$ cat config.mk
export PLATFORM = sky130hd
export DESIGN_NAME = windowed_iir_smoother
export DESIGN_NICKNAME = d
export VERILOG_FILES = /design/src/sv/wis_pkg.sv /design/src/sv/wis_mul.sv /design/src/sv/windowed_iir_smoother.sv
export VERILOG_INCLUDE_DIRS = /design/src /design/src/sv
export SDC_FILE = /design/constraint.sdc
export NUM_CORES = 2
export LEC_CHECK = 0
export BUFFER_PORTS_ARGS = -buffer_cell sky130_fd_sc_hd__buf_2
export CAP_MARGIN = 20
export CORE_MARGIN = 1
export CORE_UTILIZATION = 25
export CTS_CLUSTER_DIAMETER = 40
export CTS_CLUSTER_SIZE = 16
export DETAILED_ROUTE_END_ITERATION = 10
export PLACE_DENSITY_LB_ADDON = 0.25
export SETUP_SLACK_MARGIN = 0.3
export SYNTH_ARGS = -nofsm -noshare
export SYNTH_HDL_FRONTEND = slang
export SYNTH_SLANG_ARGS = --single-unit
$ cat constraint.sdc
create_clock -name i_clk -period 18 [get_ports i_clk]
set_input_delay 0 -clock i_clk [delete_from_list [all_inputs] [get_ports i_clk]]
set_output_delay 0 -clock i_clk [all_outputs]
set_load 0.1 [all_outputs]
$ cat src/sv/windowed_iir_smoother_defines.svh
// Assertion macros for the windowed IIR smoother.
// Included by files that carry concurrent checks; expects i_clk and i_rst_n in scope.
`ifndef WINDOWED_IIR_SMOOTHER_DEFINES_SVH
`define WINDOWED_IIR_SMOOTHER_DEFINES_SVH

// Condition must hold at every edge outside reset.
`define WIS_ASSERT_ALWAYS(label, cond, msg) \
    label: assert property (@(posedge i_clk) disable iff (!i_rst_n) (cond)) else $error(msg);

// Same-cycle implication.
`define WIS_ASSERT_IMPL(label, ante, cons, msg) \
    label: assert property (@(posedge i_clk) disable iff (!i_rst_n) (ante) |-> (cons)) \
        else $error(msg);

// Next-cycle implication.
`define WIS_ASSERT_NEXT(label, ante, cons, msg) \
    label: assert property (@(posedge i_clk) disable iff (!i_rst_n) (ante) |=> (cons)) \
        else $error(msg);

`endif

$ cat src/sv/wis_pkg.sv
// Shared constants and types for the windowed IIR smoother.
// No dependencies; used by wis_mul and windowed_iir_smoother.
`timescale 1ns / 1ps

package wis_pkg;

    localparam int WINDOW_DEPTH_DEF = 16;

    localparam int SAMPLE_W = 32;          // signed Q24.8
    localparam int COEF_W   = 16;          // unsigned Q0.16
    localparam int HELD_W   = 5;
    localparam int FRAC_X   = 16;          // extra accumulator fraction bits
    localparam int ACC_W    = SAMPLE_W + FRAC_X;
    localparam int SUM_W    = ACC_W + COEF_W;
    localparam int HALF_W   = ACC_W / 2;   // accumulator split for the multiplier

    localparam int MCAND_W  = COEF_W + 1;  // holds 1 - a, which may be exactly one
    localparam int MPLIER_W = SAMPLE_W;
    localparam int PROD_W   = MCAND_W + MPLIER_W;

    localparam int ADDR_W   = 3;
    localparam int DATA_W   = 32;

    localparam logic [COEF_W-1:0]   COEF_RESET = 16'd9830;
    localparam logic [SAMPLE_W-1:0] SIGN_FLIP  = 32'h8000_0000;
    localparam logic [FRAC_X-1:0]   HALF_LSB   = 16'h8000;

    localparam logic [ADDR_W-3:0]   REG_SMOOTHING = 1'b0;

    typedef struct packed {
        logic                en;
        logic [MCAND_W-1:0]  mcand;
        logic [MPLIER_W-1:0] mplier;
    } t_mul_req;

endpackage

$ cat src/sv/wis_mul.sv
// Shared unsigned multiplier with a registered product.
// Depends on wis_pkg for operand widths and the request struct.
`timescale 1ns / 1ps

module wis_mul (
    input  logic                         i_clk,
    input  wis_pkg::t_mul_req            i_req,
    output logic [wis_pkg::PROD_W-1:0]   o_prod
);

    logic [wis_pkg::PROD_W-1:0] r_prod;
    logic [wis_pkg::PROD_W-1:0] n_prod;

    assign n_prod = {{wis_pkg::MPLIER_W{1'b0}}, i_req.mcand} *
                    {{wis_pkg::MCAND_W{1'b0}}, i_req.mplier};

    always_ff @(posedge i_clk) begin
        if (i_req.en) begin
            r_prod <= n_prod;
        end
    end

    assign o_prod = r_prod;

endmodule

$ cat src/sv/windowed_iir_smoother.sv
// Windowed first-order IIR smoother: sample ring, sequencer and accumulator.
// Depends on wis_pkg, wis_mul and windowed_iir_smoother_defines.svh.
//
//   channel  | handshake                     | payload
//   ---------+-------------------------------+----------------------------------
//   in       | i_in_valid / o_in_stall       | i_sample_value
//   out      | o_out_valid / i_out_stall     | o_filtered_value, o_samples_held
//   config   | psel, penable, pwrite, pready | paddr, pwdata, prdata
//
// After an item with n samples held is accepted, the block runs a ring read, a load, one
// filter step for each of the n-1 older samples (three products through the one shared
// multiplier plus a fold) and rounding, then returns to idle; it takes no new sample
// before then. Reset clears the pointers and fill count and sets the coefficient to its
// reset value; the ring holds nothing meaningful until written.
// A finished item waits in the output register; while it is held, rounding stalls.
`timescale 1ns / 1ps
`include "windowed_iir_smoother_defines.svh"

module windowed_iir_smoother #(
    parameter int WINDOW_DEPTH = wis_pkg::WINDOW_DEPTH_DEF
) (
    input  logic                                 i_clk,
    input  logic                                 i_rst_n,

    input  logic                                 i_in_valid,
    output logic                                 o_in_stall,
    input  logic signed [wis_pkg::SAMPLE_W-1:0]  i_sample_value,

    output logic                                 o_out_valid,
    input  logic                                 i_out_stall,
    output logic signed [wis_pkg::SAMPLE_W-1:0]  o_filtered_value,
    output logic [wis_pkg::HELD_W-1:0]           o_samples_held,

    input  logic                                 psel,
    input  logic                                 penable,
    input  logic                                 pwrite,
    input  logic [wis_pkg::ADDR_W-1:0]           paddr,
    input  logic [wis_pkg::DATA_W-1:0]           pwdata,
    output logic [wis_pkg::DATA_W-1:0]           prdata,
    output logic                                 pready
);

    localparam int PTR_W = (WINDOW_DEPTH > 1) ? $clog2(WINDOW_DEPTH) : 1;
    localparam int CNT_W = $clog2(WINDOW_DEPTH + 1);
    localparam logic [PTR_W-1:0] LAST_POS = PTR_W'(WINDOW_DEPTH - 1);
    localparam logic [CNT_W-1:0] FULL     = CNT_W'(WINDOW_DEPTH);
    localparam logic [CNT_W-1:0] CNT_ONE  = CNT_W'(1);

    typedef enum logic [2:0] {
        S_IDLE,
        S_LOAD,
        S_INIT,
        S_P0,
        S_P1,
        S_P2,
        S_P3,
        S_ROUND
    } t_state;

    t_state                           r_state, n_state;
    logic [PTR_W-1:0]                 r_wr_pos, n_wr_pos;
    logic [CNT_W-1:0]                 r_fill, n_fill;
    logic [PTR_W-1:0]                 r_rd_ptr, n_rd_ptr;
    logic [CNT_W-1:0]                 r_cnt, n_cnt;
    logic [wis_pkg::ACC_W-1:0]        r_acc, n_acc;
    logic [wis_pkg::SUM_W-1:0]        r_sum, n_sum;
    logic [wis_pkg::COEF_W-1:0]       r_coef, n_coef;
    logic                             r_out_valid, n_out_valid;
    logic [wis_pkg::SAMPLE_W-1:0]     r_out_value, n_out_value;
    logic [wis_pkg::HELD_W-1:0]       r_out_held, n_out_held;

    logic [wis_pkg::SAMPLE_W-1:0]     r_ring [WINDOW_DEPTH];
    logic [wis_pkg::SAMPLE_W-1:0]     r_mem_q;
    logic                             rd_en;
    logic                             wr_en;

    wis_pkg::t_mul_req                mul_req;
    logic [wis_pkg::PROD_W-1:0]       prod;
    logic [wis_pkg::MCAND_W-1:0]      coef_b;
    logic [wis_pkg::ACC_W:0]          rounded;
    logic [CNT_W+wis_pkg::HELD_W-1:0] fill_ext;
    logic [PTR_W-1:0]                 wr_pos_inc;
    logic [PTR_W-1:0]                 rd_ptr_inc;
    logic                             in_acc;
    logic                             out_acc;
    logic                             cfg_wr;
    logic                             sel_smoothing;

    function automatic logic [wis_pkg::ACC_W-1:0] SUM_SHIFT(
        input logic [wis_pkg::SUM_W-1:0] sum
    );
        SUM_SHIFT = sum[wis_pkg::SUM_W-1:wis_pkg::FRAC_X];
    endfunction

    assign in_acc  = i_in_valid && (r_state == S_IDLE);
    assign out_acc = r_out_valid && !i_out_stall;

    assign sel_smoothing = (paddr[wis_pkg::ADDR_W-1:2] == wis_pkg::REG_SMOOTHING);
    assign cfg_wr        = psel && penable && pwrite && sel_smoothing;

    // weight on the new sample: one minus a, in Q0.16 with room for exactly one
    assign coef_b = {1'b1, {wis_pkg::COEF_W{1'b0}}} - {1'b0, r_coef};

    assign wr_pos_inc = (r_wr_pos == LAST_POS) ? '0 : r_wr_pos + 1'b1;
    assign rd_ptr_inc = (r_rd_ptr == LAST_POS) ? '0 : r_rd_ptr + 1'b1;
    assign rounded    = {1'b0, r_acc} + {{(wis_pkg::ACC_W+1-wis_pkg::FRAC_X){1'b0}},
                                         wis_pkg::HALF_LSB};
    assign fill_ext   = {{wis_pkg::HELD_W{1'b0}}, r_fill};
    assign wr_en      = in_acc;

    always_comb begin
        mul_req = '0;
        case (r_state)
            S_P0: begin
                mul_req.en     = 1'b1;
                mul_req.mcand  = coef_b;
                mul_req.mplier = r_mem_q ^ wis_pkg::SIGN_FLIP;
            end
            S_P1: begin
                mul_req.en     = 1'b1;
                mul_req.mcand  = {1'b0, r_coef};
                mul_req.mplier = {{(wis_pkg::MPLIER_W-wis_pkg::HALF_W){1'b0}},
                                  r_acc[wis_pkg::HALF_W-1:0]};
            end
            S_P2: begin
                mul_req.en     = 1'b1;
                mul_req.mcand  = {1'b0, r_coef};
                mul_req.mplier = {{(wis_pkg::MPLIER_W-wis_pkg::HALF_W){1'b0}},
                                  r_acc[wis_pkg::ACC_W-1:wis_pkg::HALF_W]};
            end
            default: begin
                mul_req = '0;
            end
        endcase
    end

    wis_mul u_mul (
        .i_clk  (i_clk),
        .i_req  (mul_req),
        .o_prod (prod)
    );

    always_comb begin
        n_state     = r_state;
        n_wr_pos    = r_wr_pos;
        n_fill      = r_fill;
        n_rd_ptr    = r_rd_ptr;
        n_cnt       = r_cnt;
        n_acc       = r_acc;
        n_sum       = r_sum;
        n_coef      = r_coef;
        n_out_valid = out_acc ? 1'b0 : r_out_valid;
        n_out_value = r_out_value;
        n_out_held  = r_out_held;
        rd_en       = 1'b0;

        if (cfg_wr) begin
            n_coef = pwdata[wis_pkg::COEF_W-1:0];
        end

        case (r_state)
            S_IDLE: begin
                if (in_acc) begin
                    n_wr_pos = wr_pos_inc;
                    if (r_fill == FULL) begin
                        n_rd_ptr = wr_pos_inc;   // oldest entry sits after the newest
                        n_cnt    = FULL - CNT_ONE;
                    end else begin
                        n_fill   = r_fill + CNT_ONE;
                        n_rd_ptr = '0;
                        n_cnt    = r_fill;
                    end
                    n_state = S_LOAD;
                end
            end
            S_LOAD: begin
                rd_en    = 1'b1;
                n_rd_ptr = rd_ptr_inc;
                n_state  = S_INIT;
            end
            S_INIT: begin
                n_acc = {r_mem_q ^ wis_pkg::SIGN_FLIP, {wis_pkg::FRAC_X{1'b0}}};
                if (r_cnt == '0) begin
                    n_state = S_ROUND;
                end else begin
                    rd_en    = 1'b1;
                    n_rd_ptr = rd_ptr_inc;
                    n_state  = S_P0;
                end
            end
            S_P0: begin
                n_state = S_P1;
            end
            S_P1: begin
                // b*x scaled up by 2^16, plus the rounding half
                n_sum   = {prod[wis_pkg::ACC_W-1:0], wis_pkg::HALF_LSB};
                n_state = S_P2;
            end
            S_P2: begin
                n_sum   = r_sum + {{(wis_pkg::SUM_W-wis_pkg::PROD_W){1'b0}}, prod};
                n_state = S_P3;
            end
            S_P3: begin
                n_acc = SUM_SHIFT(r_sum + {prod[wis_pkg::SUM_W-wis_pkg::HALF_W-1:0],
                                           {wis_pkg::HALF_W{1'b0}}});
                n_cnt = r_cnt - CNT_ONE;
                if (r_cnt == CNT_ONE) begin
                    n_state = S_ROUND;
                end else begin
                    rd_en    = 1'b1;
                    n_rd_ptr = rd_ptr_inc;
                    n_state  = S_P0;
                end
            end
            S_ROUND: begin
                if (!r_out_valid || out_acc) begin
                    n_out_valid = 1'b1;
                    n_out_value = rounded[wis_pkg::ACC_W-1:wis_pkg::FRAC_X] ^
                                  wis_pkg::SIGN_FLIP;
                    n_out_held  = fill_ext[wis_pkg::HELD_W-1:0];
                    n_state     = S_IDLE;
                end
            end
            default: begin
                n_state = S_IDLE;
            end
        endcase
    end

    always_ff @(posedge i_clk) begin
        if (!i_rst_n) begin
            r_state     <= S_IDLE;
            r_wr_pos    <= '0;
            r_fill      <= '0;
            r_rd_ptr    <= '0;
            r_cnt       <= '0;
            r_coef      <= wis_pkg::COEF_RESET;
            r_out_valid <= 1'b0;
        end else begin
            r_state     <= n_state;
            r_wr_pos    <= n_wr_pos;
            r_fill      <= n_fill;
            r_rd_ptr    <= n_rd_ptr;
            r_cnt       <= n_cnt;
            r_coef      <= n_coef;
            r_out_valid <= n_out_valid;
        end
        r_acc       <= n_acc;
        r_sum       <= n_sum;
        r_out_value <= n_out_value;
        r_out_held  <= n_out_held;
    end

    // sample ring: one write port, one registered read port
    always_ff @(posedge i_clk) begin
        if (wr_en) begin
            r_ring[r_wr_pos] <= i_sample_value;
        end
    end

    always_ff @(posedge i_clk) begin
        if (rd_en) begin
            r_mem_q <= r_ring[r_rd_ptr];
        end
    end

    assign o_in_stall       = (r_state != S_IDLE);
    assign o_out_valid      = r_out_valid;
    assign o_filtered_value = r_out_value;
    assign o_samples_held   = r_out_held;
    assign pready           = 1'b1;
    assign prdata           = sel_smoothing ?
                              {{(wis_pkg::DATA_W-wis_pkg::COEF_W){1'b0}}, r_coef} : '0;

    `WIS_ASSERT_NEXT(a_busy_after_accept, in_acc, o_in_stall, "input taken while busy")
    `WIS_ASSERT_ALWAYS(a_fill_bound, r_fill <= FULL, "fill count past window depth")
    `WIS_ASSERT_IMPL(a_step_count, r_state == S_P0, r_cnt != '0, "filter step with no sample")
    `WIS_ASSERT_IMPL(a_result_held, r_out_valid, r_fill != '0, "result with empty window")
    `WIS_ASSERT_IMPL(a_result_src, $rose(r_out_valid), $past(r_state == S_ROUND), "result loaded outside rounding")

endmodule

Word level (Yosys, flattened, before mapping)
Memories as Yosys holds them, arrays and structs flattened. A register that Yosys moved wholly into a read port is not among the register bits. Cells that the tools add are included.

Latch bits: 0. Memory bits (read-only): 0. Input port bits: 74. Memories kept: 1. Output and inout port bits: 72. RAM bits: 512. Register bits: 236. Word-level logic and storage cells: 89.

Multiplexer cells: 27. Shift-type cells: 0. Div/mod/pow operators: 0. Add/sub/neg operators: 8. Bitwise gates (word level): 4. Reduce and logical (&&, ||, !) cells: 21. Equality and inequality tests: 15. $mul: 1. Magnitude comparators: 0.

Memories: r_ring (depth 16, width 32, rd ports 1, clocked after memory_dff 1, write ports 1, RTL line windowed_iir_smoother.sv:72) `logic [wis_pkg::SAMPLE_W-1:0] r_ring [WINDOW_DEPTH];`.

Operator list (number): one-hot mux 50 bit (3 select lines) (1); one-hot mux 64 bit (2 select lines) (1); one-hot mux 48 bit (2 select lines) (1); adder 64 x 49 -> 64 bit (1); adder 64 bit (1); multiplier 17 x 32 -> 49 bit (1); adder 48 x 16 -> 48 bit (second input constant) (1); two-way mux 4 bit (6); one-hot mux 3 bit (8 select lines) (1); subtractor 17 x 16 -> 17 bit (first input constant) (1); two-way mux 16 bit (1); one-hot mux 4 bit (4 select lines) (1); == test 3 bit (second input constant) (4); two-way mux 3 bit (4); two-way mux 5 bit (2); one-hot mux 5 bit (2 select lines) (1); adder 4 x 1 -> 4 bit (second input constant) (2); == test 4 bit (second input constant) (2); != test 2 bit (second input constant) (4); AND reduction 2 bit (4); two-way mux 1 bit (7); == test 3 x 2 -> 1 bit (second input constant) (2); nonzero test 2 bit (3); adder 5 x 1 -> 5 bit (second input constant) (1); other kinds (15) (23).

Depth between registers and ports, before layout
Depth in word-level cells: 5. Depth in mapped cells: 35. Depth with buffers taken out: 32.

By module
Synthesis repeated with hierarchy kept, for this count alone.

Cells, all modules: 4524. Area, all modules: 53421.2 um^2.

Modules (own cells, without submodules): windowed_iir_smoother (instances 1, area an instance 34652.0 um^2, cells an instance 2440); wis_mul (instances 1, area an instance 18769.3 um^2, cells an instance 2084).

Worst setup path after synthesis
No wires, ideal clock.

Path type: register -> register. From: reg r_state[0]. To: reg u_mul.r_prod (netlist bit u_mul.o_prod[46]), data pin. Slack: 8859 ps. Setup time: 263 ps. Buffers on the path: 3. Data arrival time: 8878 ps. Stages on the path, launching flop included: 34. Path through: dfxtp_1 inv_1 ha_1 and2_1 clkbuf_1 nor2_1 inv_1 o21ai_0 o31ai_1 clkbuf_1 nand2_1 fa_1 inv_1 fa_1 inv_1 fa_1 inv_1 fa_1 fa_1 inv_1 fa_1 inv_1 ha_1 clkbuf_1 a21oi_1 o21ai_0 a31o_2 a21o_1 a21o_1 a221oi_1 nand2_1 a21oi_1 mux2i_1 a2111o_1.

Word-level cells in the longest chain between the ends: 3.

RTL lines: start: declaration (RTL line windowed_iir_smoother.sv:60) `t_state r_state, n_state;`; start signal: assignment (RTL line windowed_iir_smoother.sv:240) `r_state <= n_state;`; == test 3 bit or == test 3 x 2 -> 1 bit (tied branches) (RTL line windowed_iir_smoother.sv:113) `case (r_state)`; one-hot mux 50 bit (3 select lines) * (RTL line windowed_iir_smoother.sv:113); multiplier 17 x 32 -> 49 bit * (RTL line wis_mul.sv:14) `assign n_prod = {{wis_pkg::MPLIER_W{1'b0}}, i_req.mcand} *`; via u_mul.n_prod, one bit (RTL line wis_mul.sv:12) `logic [wis_pkg::PROD_W-1:0] n_prod;`; end signal: assignment (RTL line wis_mul.sv:19) `r_prod <= n_prod;`; end: declaration (RTL line wis_mul.sv:11) `logic [wis_pkg::PROD_W-1:0] r_prod;`.

Mark *: on every way through the listed nets, which the timed path passes. The rest lies on a longest branch. A chain may end at the register's enable or synchronous reset.

Worst setup path in the final report
From: reg r_coef[2] (netlist bit). To: reg u_mul.r_prod (netlist bit u_mul.o_prod[48]), data pin.

Word-level cells in the longest chain between the ends: 3.

RTL lines: start: declaration (RTL line windowed_iir_smoother.sv:67) `logic [wis_pkg::COEF_W-1:0] r_coef, n_coef;`; start signal: assignment (RTL line windowed_iir_smoother.sv:237) `r_coef <= wis_pkg::COEF_RESET;`; start signal: assignment (RTL line windowed_iir_smoother.sv:245) `r_coef <= n_coef;`; subtractor 17 x 16 -> 17 bit (RTL line windowed_iir_smoother.sv:102) `assign coef_b = {1'b1, {wis_pkg::COEF_W{1'b0}}} - {1'b0, r_coef};`; one-hot mux 50 bit (3 select lines) * (RTL line windowed_iir_smoother.sv:113); multiplier 17 x 32 -> 49 bit * (RTL line wis_mul.sv:14); via u_mul.n_prod, one bit (RTL line wis_mul.sv:12).

Marks and branches as above.

==> results.tsv <==
metric	value	unit
status	finished, violations left	
violations	design-rule violations	
grt_pass1_wl	243000	um
ys_ff_latch	780	
nets	5675	
clockBufferDepth	3	
cts.clk_slew.worst_paths	0.05	ns
hold_path.class	input pin to flip-flop	
crit_arrival	9.90	ns
placed_cell_area	57100	um2
endpoint_kind	flip-flop	
track_usage	15.1	%
ant_nets	0	
synth-async-reset-ratio	0	%
slew_viol_final	0	
clock_latency	0.75	ns
cts_tree	yes	
cts_setup_buffers	0	
period_share	52.7	%
synth_cells	4790	
syn_area	53300	um2
setup-violations-final	0	
clock-skew-final	0.0750	ns
initial_core_util	25.1	%
yosysTopAreaCellShare	41.8	%
grt_overflow	0	
leakage	0.0243	uW
via_count	36237	
worst_pin_slew	1.15	ns
fin_total_pwr	7400	uW
synth-seq-area-share	43.2	%
final_hold_viol_count	0	
synth_warnings	0	
peakVddDrop	0.0981	mV
grt_max_degree	107	
die_width	464	um
wl_per_cell	20.8	um
critPathKind	flip-flop to flip-flop	
cts_sinks	780	
routabilityCongestion	0.878	
power_density	120	nW/um2
start_kind	flip-flop	
hpwl	115000	um
wirelength	163000	um
first_pass_iters	11	
synth_edf_count	742	
synth_cell_type_count	76	
synth.area.top_cells	edfxtp_1, fa_1, ha_1, nand2_1, inv_1	
dieArea	215000	um2
fin_tns_setup	0	ns
port_buffers	110	
synth_area_per_cell	11.1	um2
drc	4	
drv_cap	0	
clockRootBuffer	clkbuf_16	
ys.flop_type	edfxtp_1	
coreArea	212000	um2
fin_cells	7851	
fmax	0.105	GHz
relSlewSlack	22.8	%
crit_fanout	24	
period_minus_slack	9.48	ns
antenna_found_initial	22	
fin_area	61700	um2
post_drt_via_cell_ratio	4.62	
die_y	464	um
layout_commonest_cell	edfxtp_1	
grt_pass1_vias	36998	
rsz0062_at_grt	no	
drive_gt1_share	10.3	%
hold_ws	0.0582	ns
rows	169	
yosysTopAreaCell	edfxtp_1	
dp_cells	7557	
numCtsBuffers	109	
htreeDepth	3	
crit_required	18.42	ns
final_cell_mix	edfxtp_1, nand2_1, inv_1	
ios	146	
syn2layout_area_growth	15.7	%
drt-initial-drc-count	2707	
## registers in the layout (all words and copies together) (netlist names)
| signal | flops |
|---|---|
| r_state | 3 |
| r_rd_ptr | 4 |
| r_ring | 512 |
| o_filtered_value | 32 |
| u_mul.o_prod | 49 |
| r_cnt | 5 |
| r_fill | 5 |
| r_sum | 64 |
| r_wr_pos | 4 |
| r_mem_q | 32 |
| r_acc | 48 |
| o_samples_held | 5 |
| r_coef | 16 |
| o_out_valid | 1 |
## critical path: stages, from the launching register on
cell and delay, ns:
dfxtp_1 0.39, or3_4 0.44, or3_1 0.33, or3_4 0.36, or3_1 0.40, or3_4 0.36
nor3_1 0.21, o31a_2 0.75, a21oi_1 0.13, fa_1 0.53, fa_1 0.52, fa_1 0.51
fa_1 0.52, fa_1 0.54, inv_1 0.05, fa_1 0.53, inv_1 0.04, ha_1 0.39
a21o_1 0.19, a31o_2 0.21, a21o_1 0.17, a21o_1 0.21, a221oi_1 0.28, nand2_1 0.24
a41o_1 0.34, a221oi_1 0.38, xnor2_1 0.12
## repair_timing
action | 4_1_cts | 5_1_grt
hold buffers | 74 | 0
hold endpoints to repair | 554 | 0
resized for setup | 0 | 0
## per-stage QoR
stage	worst slack, ns	utilization (%)
2_1_floorplan	8.86	-
3_3_place_gp	8.58	26.9
3_5_place_dp	8.55	26.9
4_1_cts	8.50	29.1
5_1_grt	8.08	29.1
6_report	8.52	29.1
## metal layers
layer	GRT usage, %	vias up	part of all wire (%)	wire [um]
met5	0	-	0.071	116
met4	3.69	20	2.5	4130
met3	2.16	219	4.3	7010
met2	25.9	755	49	80700
met1	19.9	18572	44	71500
li1	-	16671	-	-
## synthesized netlist by cell type, drive strengths merged (5+ instances only)
cell / n
a211o: 10
a211oi: 16
a21boi: 13
a21o: 74
a21oi: 217
a221oi: 41
a22oi: 60
a31oi: 15
a41o: 5
and2: 86
and3: 36
buf: 44
clkbuf: 188
dfxtp: 38
edfxtp: 742
fa: 451
ha: 227
inv: 621
mux2: 33
mux2i: 102
mux4: 64
nand2: 730
nand2b: 18
nand3: 54
nand4: 26
nor2: 227
nor2b: 32
nor3: 39
o211ai: 11
o21a: 18
o21ai: 241
o21bai: 26
o31a: 7
o31ai: 14
or3: 18
xnor2: 106
xor2: 70
## worst paths after layout
kind              from  depth (start not counted)                 to  slack [ns]
max          r_coef[2]                         26   u_mul.o_prod[48]        8.52
min            penable                          4         r_coef[15]        0.06
max reg2reg  r_coef[2]                         26   u_mul.o_prod[48]        8.52
min reg2reg  r_fill[4]                          0  o_samples_held[4]        0.52
## power by group
part           switching, uW  internal, uW
clock                    917          1300
combinational           1740           894
sequential               261          2290
## cells by family (layout without fill, tap and decap cells)
kind of cell / count (synthesis) / in the layout / synth area share, %
AO/OA/AOI/OAI: 809 / 809 / 9.55
AND/OR/NAND/NOR: 1293 / 1293 / 10.6
adder cells (fa/ha/maj): 678 / 678 / 22.3
multiplexers: 199 / 199 / 5.31
other: 2 / 29 / 0.0141
buffers and inverters: 853 / 1066 / 6.18
flip-flops: 780 / 780 / 43.2
XOR/XNOR: 176 / 176 / 2.89
## area by class of cell
type	count	area, um2
flip-flops and latches	780	23100
diodes	12	30.0
repair buffers	239	1740
inverters	621	2330
well taps	2821	3530
clock inverters	86	1010
fillers	21860	150000
clock buffers	120	2810
multi-input cells	3172	27200
Power figures use the tool's default switching activity.
